### src/sv/vsl_pkg.sv
// vsl_pkg: shared types, codes and widths of the velocity safety limiter
// used by vsl_arith and velocity_safety_limiter; depends on nothing
package vsl_pkg;

  localparam int VEL_WIDTH   = 16;
  localparam int TIMER_WIDTH = 16;
  localparam int LIM_WIDTH   = 15;
  localparam int PROD_WIDTH  = 2 * VEL_WIDTH;
  localparam int REM_WIDTH   = VEL_WIDTH + 1;
  localparam int CNT_WIDTH   = $clog2(VEL_WIDTH);

  localparam logic [TIMER_WIDTH-1:0] TIMER_MAX = {TIMER_WIDTH{1'b1}};
  localparam logic [CNT_WIDTH-1:0]   CNT_LAST  = CNT_WIDTH'(VEL_WIDTH - 1);

  // request codes
  localparam logic [1:0] REQ_CMD   = 2'd0;
  localparam logic [1:0] REQ_ATT   = 2'd1;
  localparam logic [1:0] REQ_ESTOP = 2'd2;
  localparam logic [1:0] REQ_TICK  = 2'd3;

  // register indexes
  localparam logic [1:0] CFG_MAX_SPEED   = 2'd0;
  localparam logic [1:0] CFG_MAX_ANGULAR = 2'd1;
  localparam logic [1:0] CFG_TILT_LIMIT  = 2'd2;
  localparam logic [1:0] CFG_DEADMAN     = 2'd3;

  // reason bits
  localparam int RSN_SPEED   = 0;
  localparam int RSN_ANGULAR = 1;
  localparam int RSN_TILT    = 2;
  localparam int RSN_ESTOP   = 3;

  typedef logic signed [VEL_WIDTH-1:0] vel_t;
  typedef logic [VEL_WIDTH-1:0]        mag_t;
  typedef logic [LIM_WIDTH-1:0]        lim_t;

  typedef enum logic [3:0] {
    S_IDLE,
    S_SQ_X,
    S_SQ_Y,
    S_SQ_S,
    S_CMP,
    S_SQRT,
    S_MUL_X,
    S_DIVI_X,
    S_DIV_X,
    S_MUL_Y,
    S_DIVI_Y,
    S_DIV_Y,
    S_DONE
  } state_t;

  typedef enum logic [3:0] {
    A_NONE,
    A_SQ_X,
    A_SQ_Y,
    A_SQ_S,
    A_CMP,
    A_SQRT,
    A_MUL_X,
    A_MUL_Y,
    A_DIVI,
    A_DIV
  } arith_op_t;

  typedef struct packed {
    arith_op_t op;
  } arith_ctl_t;

  typedef struct packed {
    logic gt;     // planar sum above the speed limit squared
    mag_t quot;   // latest quotient
  } arith_stat_t;

endpackage

### src/sv/vsl_arith.sv
// vsl_arith: one multiplier and one shared subtractor with the working
// registers for the squares, the integer square root and the division; uses vsl_pkg
module vsl_arith (
  input  logic                 clk,
  input  vsl_pkg::arith_ctl_t  ctl,
  input  vsl_pkg::mag_t        ax,
  input  vsl_pkg::mag_t        ay,
  input  vsl_pkg::lim_t        ms,
  output vsl_pkg::arith_stat_t stat
);
  import vsl_pkg::*;

  logic [PROD_WIDTH-1:0] prod;
  logic [PROD_WIDTH-1:0] sum;
  logic [REM_WIDTH-1:0]  rem;
  mag_t                  root;
  mag_t                  drem;
  mag_t                  dbuf;
  mag_t                  quot;

  mag_t                  mul_a;
  mag_t                  mul_b;
  logic [PROD_WIDTH-1:0] mul_p;
  mag_t                  ms_ext;
  logic [PROD_WIDTH-1:0] sub_a;
  logic [PROD_WIDTH-1:0] sub_b;
  logic [PROD_WIDTH:0]   diff;
  logic                  ge;
  logic [REM_WIDTH+1:0]  sq_a;
  logic [VEL_WIDTH:0]    dv_a;

  assign ms_ext = VEL_WIDTH'(ms);
  assign sq_a   = {rem, sum[PROD_WIDTH-1 -: 2]};
  assign dv_a   = {drem, dbuf[VEL_WIDTH-1]};

  // operand select of the multiplier
  always_comb begin
    mul_a = ax;
    mul_b = ax;
    case (ctl.op)
      A_SQ_X: begin
        mul_a = ax;
        mul_b = ax;
      end
      A_SQ_Y: begin
        mul_a = ay;
        mul_b = ay;
      end
      A_SQ_S: begin
        mul_a = ms_ext;
        mul_b = ms_ext;
      end
      A_MUL_X: begin
        mul_a = ax;
        mul_b = ms_ext;
      end
      A_MUL_Y: begin
        mul_a = ay;
        mul_b = ms_ext;
      end
      default: begin
        mul_a = ax;
        mul_b = ax;
      end
    endcase
  end

  assign mul_p = PROD_WIDTH'(mul_a) * PROD_WIDTH'(mul_b);

  // operand select of the shared subtractor
  always_comb begin
    sub_a = '0;
    sub_b = '0;
    case (ctl.op)
      A_CMP: begin
        sub_a = prod;
        sub_b = sum;
      end
      A_SQRT: begin
        sub_a = PROD_WIDTH'(sq_a);
        sub_b = PROD_WIDTH'({root, 2'b01});
      end
      A_DIV: begin
        sub_a = PROD_WIDTH'(dv_a);
        sub_b = PROD_WIDTH'(root);
      end
      default: begin
        sub_a = '0;
        sub_b = '0;
      end
    endcase
  end

  assign diff = {1'b0, sub_a} - {1'b0, sub_b};
  assign ge   = ~diff[PROD_WIDTH];

  always_ff @(posedge clk) begin
    case (ctl.op)
      A_SQ_X: begin
        prod <= mul_p;
        sum  <= '0;
      end
      A_SQ_Y, A_SQ_S: begin
        prod <= mul_p;
        sum  <= sum + prod;
      end
      A_CMP: begin
        rem  <= '0;
        root <= '0;
      end
      A_SQRT: begin
        rem  <= ge ? diff[REM_WIDTH-1:0] : sq_a[REM_WIDTH-1:0];
        root <= {root[VEL_WIDTH-2:0], ge};
        sum  <= {sum[PROD_WIDTH-3:0], 2'b00};
      end
      A_MUL_X, A_MUL_Y: begin
        prod <= mul_p;
      end
      A_DIVI: begin
        drem <= prod[PROD_WIDTH-1:VEL_WIDTH];
        dbuf <= prod[VEL_WIDTH-1:0];
        quot <= '0;
      end
      A_DIV: begin
        drem <= ge ? diff[VEL_WIDTH-1:0] : dv_a[VEL_WIDTH-1:0];
        dbuf <= {dbuf[VEL_WIDTH-2:0], 1'b0};
        quot <= {quot[VEL_WIDTH-2:0], ge};
      end
      default: begin
      end
    endcase
  end

  // sum above limit squared shows as a borrow of prod - sum
  assign stat.gt   = diff[PROD_WIDTH];
  assign stat.quot = quot;

endmodule

### src/sv/velocity_safety_limiter.sv
// velocity_safety_limiter: top level with sequencer, safety state and output register
// depends on vsl_pkg and vsl_arith
//
// Gates twist commands on a valid/ready input channel and returns at most one
// limited twist per item on a valid/ready output channel. The block works on
// one item at a time and takes no new item until the current one is finished.
// Attitude items are handled in the idle state alone; estop and tick items
// go on to the finish state to load the output register when they emit a
// result. A command runs the squares and the limit compare through the single
// multiplier and subtractor and then finishes if the planar speed is within
// the limit. When the speed must be limited, the square root follows with one
// result bit per cycle, and then each of the two divisions runs its product,
// load and quotient bits on the same subtractor in turn. A finished
// result waits in the output register until the transfer; a new item is taken
// meanwhile, and only a second result waits for the first to leave.
// Configuration writes are always accepted and are meant for idle periods.
// There is no clearing pass after reset.
module velocity_safety_limiter (
  input  logic                      clk,
  input  logic                      rst,
  // input channel
  input  logic                      in_valid,
  output logic                      in_ready,
  input  logic [1:0]                req_type,
  input  vsl_pkg::vel_t             lin_x,
  input  vsl_pkg::vel_t             lin_y,
  input  vsl_pkg::vel_t             lin_z,
  input  vsl_pkg::vel_t             ang_x,
  input  vsl_pkg::vel_t             ang_y,
  input  vsl_pkg::vel_t             ang_z,
  input  logic signed [15:0]        roll_angle,
  input  logic signed [15:0]        pitch_angle,
  input  logic                      estop_request,
  // output channel
  output logic                      out_valid,
  input  logic                      out_ready,
  output vsl_pkg::vel_t             safe_lin_x,
  output vsl_pkg::vel_t             safe_lin_y,
  output vsl_pkg::vel_t             safe_lin_z,
  output vsl_pkg::vel_t             safe_ang_x,
  output vsl_pkg::vel_t             safe_ang_y,
  output vsl_pkg::vel_t             safe_ang_z,
  output logic [3:0]                reason_mask,
  output logic                      deadman_trip,
  output logic                      tilt_active,
  output logic                      estop_active,
  // configuration write channel
  input  logic                      cfg_valid,
  output logic                      cfg_ready,
  input  logic [1:0]                cfg_index,
  input  logic [15:0]               cfg_data
);
  import vsl_pkg::*;

  // configuration registers
  lim_t                   speed_lim;
  lim_t                   yaw_lim;
  lim_t                   tilt_lim;
  logic [TIMER_WIDTH-1:0] deadman_timeout;

  // safety state
  logic                   estop_flag;
  logic signed [15:0]     roll_store;
  logic signed [15:0]     pitch_store;
  logic [TIMER_WIDTH-1:0] idle_ms;
  logic [3:0]             last_reasons;

  // sequencer
  state_t                 state;
  state_t                 state_next;
  logic [CNT_WIDTH-1:0]   cnt;
  logic                   limit_hit;

  // latched item
  logic [1:0]             typ_r;
  vel_t                   x_r;
  vel_t                   y_r;
  vel_t                   z_r;
  vel_t                   wx_r;
  vel_t                   wy_r;
  vel_t                   wz_r;
  mag_t                   qx;

  arith_ctl_t             actl;
  arith_stat_t            astat;

  logic                   in_xfer;
  logic                   out_load;
  logic [TIMER_WIDTH-1:0] idle_inc;
  logic                   tick_emit;
  mag_t                   ax;
  mag_t                   ay;
  mag_t                   awz;
  mag_t                   aroll;
  mag_t                   apitch;
  logic                   tilted;
  logic                   over_ang;
  vel_t                   lim_x;
  vel_t                   lim_y;
  vel_t                   lim_wz;
  vel_t                   ang_lim;
  logic [3:0]             cmd_reasons;

  assign in_xfer   = in_valid && in_ready;
  assign cfg_ready = 1'b1;

  // saturating tick of the idle counter and its deadman check
  assign idle_inc  = (idle_ms == TIMER_MAX) ? idle_ms : idle_ms + 1'b1;
  assign tick_emit = idle_inc > deadman_timeout;

  assign ax     = x_r[VEL_WIDTH-1] ? mag_t'(-x_r) : mag_t'(x_r);
  assign ay     = y_r[VEL_WIDTH-1] ? mag_t'(-y_r) : mag_t'(y_r);
  assign awz    = wz_r[VEL_WIDTH-1] ? mag_t'(-wz_r) : mag_t'(wz_r);
  // magnitude of the most negative angle is taken as 32768
  assign aroll  = roll_store[15] ? mag_t'(-roll_store) : mag_t'(roll_store);
  assign apitch = pitch_store[15] ? mag_t'(-pitch_store) : mag_t'(pitch_store);
  assign tilted = (aroll > mag_t'(tilt_lim)) || (apitch > mag_t'(tilt_lim));

  vsl_arith u_arith (
    .clk  (clk),
    .ctl  (actl),
    .ax   (ax),
    .ay   (ay),
    .ms   (speed_lim),
    .stat (astat)
  );

  // next state
  always_comb begin
    state_next = state;
    case (state)
      S_IDLE: begin
        if (in_valid) begin
          case (req_type)
            REQ_CMD:   state_next = S_SQ_X;
            REQ_ESTOP: state_next = estop_request ? S_DONE : S_IDLE;
            REQ_TICK:  state_next = tick_emit ? S_DONE : S_IDLE;
            default:   state_next = S_IDLE;
          endcase
        end
      end
      S_SQ_X:   state_next = S_SQ_Y;
      S_SQ_Y:   state_next = S_SQ_S;
      S_SQ_S:   state_next = S_CMP;
      S_CMP:    state_next = astat.gt ? S_SQRT : S_DONE;
      S_SQRT:   state_next = (cnt == CNT_LAST) ? S_MUL_X : S_SQRT;
      S_MUL_X:  state_next = S_DIVI_X;
      S_DIVI_X: state_next = S_DIV_X;
      S_DIV_X:  state_next = (cnt == CNT_LAST) ? S_MUL_Y : S_DIV_X;
      S_MUL_Y:  state_next = S_DIVI_Y;
      S_DIVI_Y: state_next = S_DIV_Y;
      S_DIV_Y:  state_next = (cnt == CNT_LAST) ? S_DONE : S_DIV_Y;
      S_DONE:   state_next = (!out_valid || out_ready) ? S_IDLE : S_DONE;
      default:  state_next = S_IDLE;
    endcase
  end

  // sequencer outputs
  always_comb begin
    in_ready = 1'b0;
    out_load = 1'b0;
    actl.op  = A_NONE;
    case (state)
      S_IDLE:   in_ready = 1'b1;
      S_SQ_X:   actl.op = A_SQ_X;
      S_SQ_Y:   actl.op = A_SQ_Y;
      S_SQ_S:   actl.op = A_SQ_S;
      S_CMP:    actl.op = A_CMP;
      S_SQRT:   actl.op = A_SQRT;
      S_MUL_X:  actl.op = A_MUL_X;
      S_DIVI_X: actl.op = A_DIVI;
      S_DIV_X:  actl.op = A_DIV;
      S_MUL_Y:  actl.op = A_MUL_Y;
      S_DIVI_Y: actl.op = A_DIVI;
      S_DIV_Y:  actl.op = A_DIV;
      S_DONE:   out_load = !out_valid || out_ready;
      default: begin
        in_ready = 1'b0;
        out_load = 1'b0;
        actl.op  = A_NONE;
      end
    endcase
  end

  always_ff @(posedge clk) begin
    if (rst) begin
      state <= S_IDLE;
      cnt   <= '0;
    end else begin
      state <= state_next;
      // loop counter restarts on every state change
      cnt   <= (state_next != state) ? '0 : cnt + 1'b1;
    end
  end

  // limit flag and the first quotient
  always_ff @(posedge clk) begin
    if (rst) begin
      limit_hit <= 1'b0;
    end else if (state == S_CMP) begin
      limit_hit <= astat.gt;
    end
  end

  always_ff @(posedge clk) begin
    if (state == S_MUL_Y) begin
      qx <= astat.quot;
    end
  end

  // item latch
  always_ff @(posedge clk) begin
    if (in_xfer) begin
      typ_r <= req_type;
      x_r   <= lin_x;
      y_r   <= lin_y;
      z_r   <= lin_z;
      wx_r  <= ang_x;
      wy_r  <= ang_y;
      wz_r  <= ang_z;
    end
  end

  // configuration registers
  always_ff @(posedge clk) begin
    if (rst) begin
      speed_lim       <= LIM_WIDTH'(4096);
      yaw_lim         <= LIM_WIDTH'(4096);
      tilt_lim        <= LIM_WIDTH'(3000);
      deadman_timeout <= TIMER_WIDTH'(300);
    end else if (cfg_valid && cfg_ready) begin
      case (cfg_index)
        CFG_MAX_SPEED:   speed_lim       <= cfg_data[LIM_WIDTH-1:0];
        CFG_MAX_ANGULAR: yaw_lim         <= cfg_data[LIM_WIDTH-1:0];
        CFG_TILT_LIMIT:  tilt_lim        <= cfg_data[LIM_WIDTH-1:0];
        CFG_DEADMAN:     deadman_timeout <= TIMER_WIDTH'(cfg_data);
        default: begin
        end
      endcase
    end
  end

  // safety state: updated at the input transfer, reasons at the result
  always_ff @(posedge clk) begin
    if (rst) begin
      estop_flag   <= 1'b0;
      roll_store   <= '0;
      pitch_store  <= '0;
      idle_ms      <= TIMER_MAX;
      last_reasons <= '0;
    end else begin
      if (in_xfer) begin
        case (req_type)
          REQ_CMD:   idle_ms <= '0;
          REQ_ATT: begin
            roll_store  <= roll_angle;
            pitch_store <= pitch_angle;
          end
          REQ_ESTOP: estop_flag <= estop_request;
          REQ_TICK:  idle_ms <= idle_inc;
          default: begin
          end
        endcase
      end
      if (out_load && typ_r == REQ_CMD) begin
        last_reasons <= cmd_reasons;
      end
    end
  end

  // final limiting of a command
  assign ang_lim  = vel_t'(yaw_lim);
  assign over_ang = awz > mag_t'(yaw_lim);

  always_comb begin
    lim_x  = x_r;
    lim_y  = y_r;
    lim_wz = wz_r;
    if (limit_hit) begin
      lim_x = x_r[VEL_WIDTH-1] ? -vel_t'(qx) : vel_t'(qx);
      lim_y = y_r[VEL_WIDTH-1] ? -vel_t'(astat.quot) : vel_t'(astat.quot);
    end
    if (over_ang) begin
      lim_wz = wz_r[VEL_WIDTH-1] ? -ang_lim : ang_lim;
    end
    if (tilted) begin
      lim_x  = '0;
      lim_y  = '0;
      lim_wz = '0;
    end
    cmd_reasons              = '0;
    cmd_reasons[RSN_SPEED]   = limit_hit;
    cmd_reasons[RSN_ANGULAR] = over_ang;
    cmd_reasons[RSN_TILT]    = tilted;
    cmd_reasons[RSN_ESTOP]   = estop_flag;
  end

  // output register
  always_ff @(posedge clk) begin
    if (rst) begin
      out_valid <= 1'b0;
    end else if (out_load) begin
      out_valid <= 1'b1;
    end else if (out_ready) begin
      out_valid <= 1'b0;
    end
  end

  always_ff @(posedge clk) begin
    if (out_load) begin
      deadman_trip   <= idle_ms > deadman_timeout;
      tilt_active    <= tilted;
      estop_active   <= estop_flag;
      if (typ_r == REQ_CMD && !estop_flag) begin
        safe_lin_x  <= lim_x;
        safe_lin_y  <= lim_y;
        safe_lin_z  <= z_r;
        safe_ang_x  <= wx_r;
        safe_ang_y  <= wy_r;
        safe_ang_z  <= lim_wz;
        reason_mask <= cmd_reasons;
      end else begin
        // estop, deadman tick, or command under estop: zero twist
        safe_lin_x  <= '0;
        safe_lin_y  <= '0;
        safe_lin_z  <= '0;
        safe_ang_x  <= '0;
        safe_ang_y  <= '0;
        safe_ang_z  <= '0;
        reason_mask <= (typ_r == REQ_CMD) ? cmd_reasons : last_reasons;
      end
    end
  end

  // a result only appears after the finish step of the sequencer
  a_result_from_done: assert property (@(posedge clk) disable iff (rst)
    $rose(out_valid) |-> $past(state) == S_DONE)
    else $error("result without finished item");

  // an estop reason with the estop flag active always comes with a zero twist
  a_estop_zero: assert property (@(posedge clk) disable iff (rst)
    out_valid && reason_mask[RSN_ESTOP] && estop_active |->
      safe_lin_x == '0 && safe_lin_y == '0 && safe_lin_z == '0 &&
      safe_ang_x == '0 && safe_ang_y == '0 && safe_ang_z == '0)
    else $error("motion under emergency stop");

  // the divisions only run after the limit compare found an overspeed
  a_div_needs_limit: assert property (@(posedge clk) disable iff (rst)
    state == S_DIV_X || state == S_DIV_Y |-> limit_hit)
    else $error("division without speed limiting");

endmodule
### config.mk
export PLATFORM = sky130hd
export DESIGN_NAME = velocity_safety_limiter
export DESIGN_NICKNAME = d
export VERILOG_FILES = /design/src/sv/vsl_pkg.sv /design/src/sv/vsl_arith.sv /design/src/sv/velocity_safety_limiter.sv
export SDC_FILE = /design/constraint.sdc
export NUM_CORES = 2
export LEC_CHECK = 0
export BUFFER_PORTS_ARGS = -buffer_cell sky130_fd_sc_hd__buf_2
export CAP_MARGIN = 20
export CORE_MARGIN = 4
export CORE_UTILIZATION = 58
export DETAILED_ROUTE_END_ITERATION = 16
export GPL_TIMING_DRIVEN = 0
export PLACE_DENSITY = 0.81
export SLEW_MARGIN = 20
export SYNTH_ARGS = -nofsm -noshare
export SYNTH_HDL_FRONTEND = slang
export SYNTH_HIERARCHICAL = 1
export SYNTH_SLANG_ARGS = --single-unit
### constraint.sdc
create_clock -name clk -period 16.94 [get_ports clk]
set_clock_uncertainty 0.15 [all_clocks]
set_input_delay 4.235 -clock clk [delete_from_list [all_inputs] [get_ports clk]]
set_output_delay 4.235 -clock clk [all_outputs]
set_load 0.03 [all_outputs]
==> summary.txt <==
Run status
  • Outcome: completed

Floorplanning
  • Io pins: 260
  • Rows: 90
  • Chip Width: between 200 and 300 µm
  • Initial Util: 58.6%
  • Die height: 255 µm
  • Die ar.: 64,800 µm²
  • Core ar.: 60,200 µm²

Place
  • Final Wtd Congestion: about 1
  • Number of port buffers: 257
  • DP Worst Slack: about 7 ns
  • DP HPWL: 77,900 µm

Job
  • Max-cap viol count: 0

Synthesis
  • Most frequent cell after synthesis: nand2_1
  • Mapped Avg Cell Area: approximately 9.6 µm²
  • Cell area after synthesis: around 35,000 µm²
  • Synth async-reset ratio: 0%
  • Sequential area share after synthesis: 37.9%
  • Post-synth top cells: nand2_1, edfxtp_1, inv_1
  • Synth Net Count: roughly 4,300
  • Flip-flop and latch count after synthesis: 486
  • Yosys warnings: 6
  • Share of the synthesized area in the top cell type: between 30% and 40%
  • Number of synthesized flops with an enable pin: roughly 360
  • Main synth FF type: edfxtp_1
  • Area contributors post-synth: edfxtp_1, fa_1, ha_1
  • Cells after Synth: around 3,700
  • Netlist cell types: 90
  • Synth area leader: edfxtp_1

Global routing
  • Largest net degree at the start of global routing: 68
  • Total GRT Usage: 30.3%
  • Grt total ovfl: 0
  • Vias in the first global route: between 20,000 and 30,000
  • Initial antenna violation count: 1
  • First-pass GRT wire length: 155,000 µm

Finish
  • Largest registers: u_arith/prod x32, u_arith/sum x32, u_arith/rem x17
  • Layout Nets: approximately 4,600
  • Register Area: ~13,000 µm²
  • Multi-input gate area: 20,100 µm²
  • FILL cells: 4,662
  • Share of cells above drive strength 1: 11.1%
  • Finished Core Util: 65.8%
  • P&R area growth vs syn: 12.4%

Worst setup path
  • CP most frequent cell: fa_1
  • Startpoint types: register
  • Critical Path RT: 17.13 ns
  • Slowest-stage cell, CP: o22ai_1
  • Arrival time at the worst endpoint: about 10 ns
  • Reg2reg start: state[2]$_SDFF_PP0_
  • Largest fanout on the critical path: 10
  • CP Class: reg2reg
  • Delay-heaviest family, CP: adder cells
  • CP bufs+invs: 8
  • Critical Path Sink Type: register
  • CP peak stage delay: roughly 0.95 ns
  • Worst setup path start: state[2]$_SDFF_PP0_

Timing
  • RSZ-0062 raised after global routing: no
  • Setup ws final: just under 7 ns
  • Tcrit/Tclk final: 60.1%
  • Worst-Margin Slew: roughly 1.3 ns
  • # setup viols final: 0
  • Fmax: 0.0983 GHz
  • Fin Setup TNS: 0 ns
  • Max Transition Viols Final: 0
  • Max_slew headroom: 15.9%
  • Min Clock Period, post-route: 10.18 ns
  • Endpoints failing hold: 0

Routing
  • Routed vias/inst: 6.12
  • Total routed wirelength: roughly 100,000 µm
  • Post-route DRC violation count: 0
  • Drt pass-1 iters: 6
  • Iter 0 DRT Violations: 3,251
  • Detail Route Antenna Nets: 0
  • DR vias: 29,500
  • Avg WL per Cell: 20.8 µm

Clock tree
  • Worst-Skew Late Latency: 0.64 ns
  • Clock Sinks: about 490
  • # Post-CTS Setup Buffers: 0
  • CTS tree: done
  • CTS H-tree depth: 2
  • Cts bufs inserted: 52
  • CTS resizes: 0
  • Worst-path clk slew: 0.06 ns
  • Longest Clk Path Bufs: 3
  • Cts hold-fix bufs: 0
  • Root buffer cell: clkbuf_16

Worst hold path
  • Hold WC Path Type: reg2reg
  • Hold_sp: deadman_timeout[9]$_SDFFE_PP0P_
## placed cells by master, fill, tap and decap left out, drive strengths merged, types with 17 or more instances in the layout
cell	Yosys	final
nand2	566	566
edfxtp	362	362
inv	315	321
buf	29	297
nor2	283	283
a21oi	277	277
ha	259	259
clkbuf	134	203
fa	196	196
xnor2	140	140
o21ai	140	140
dfxtp	124	124
and2	80	80
a22o	46	46
nor3	46	46
xor2	45	45
a21o	44	44
and3	42	42
nand3	41	41
nand2b	38	38
nand4	37	37
a211oi	37	37
mux2i	32	32
o21a	29	29
o22a	29	29
o31ai	24	24
o22ai	24	24
nor2b	21	21
nor4	19	19
clkinv	1	19
o21bai	18	18
or3	17	17
nand3b	17	17
a221oi	17	17
## final cells by class
type,instances,share of cell area (%)
Clock buffer,69,3.79
Clock inverter,28,0.764
Tap cell,782,2.47
Inverter,316,3.00
Sequential cell,486,33.7
Buffer,163,1.72
Timing Repair Buffer,268,3.87
Antenna cell,1,0.00631
Multi-Input combinational cell,2709,50.7
## metal layers
layer	global-route usage [%]	vias to the layer above	routed length, µm
li1	-	13500	-
met1	41.4	14300	39400
met2	48.8	1481	46900
met3	4.62	301	9360
met4	12.6	0	4820
met5	0	-	0
## logic make-up after synthesis
group	Yosys count	synth area share, %
buffers and inverters	479	5.28
AO/OA/AOI/OAI	783	14.6
other	1	0.0106
flip-flops	486	37.9
multiplexers	39	1.13
XOR/XNOR	185	4.59
AND/OR/NAND/NOR	1246	16.3
adder cells (fa/ha/maj)	455	20.3
## worst paths after layout
kind,end,slack (ns),cells after the start
min reg2reg,deadman_timeout[9]$_SDFFE_PP0P_,0.31,2
max,u_arith/prod[26]$_DFFE_PP_,6.76,30
max reg2reg,u_arith/prod[26]$_DFFE_PP_,6.76,30
min,deadman_timeout[9]$_SDFFE_PP0P_,0.31,2
## stage by stage
stage | instances | cell area (µm²) | hold slack (ns)
CTS | 4821 | 39600 | 0.306
global placement | 4713 | 37500 | 0.293
floorplan | 3674 | 35300 | 0.281
global route | 4822 | 39600 | 0.325
finish | 4822 | 39600 | 0.306
detailed placement | 4724 | 37800 | 0.297
## worst register-to-register path: cells and delay by family, from the launching register on
kind	cells	cell delay (ns)
buffers and inverters	8	1.52
adders and majority gates	7	3.45
xor gates and xnor gates	1	0.13
DFF	1	0.44
and+or+nand+nor	5	1.11
AOI/OAI and AO/OA	9	3.10
Power is not shown: default switching activity piles up to over one toggle a cycle in this logic, so the estimate is an artifact.
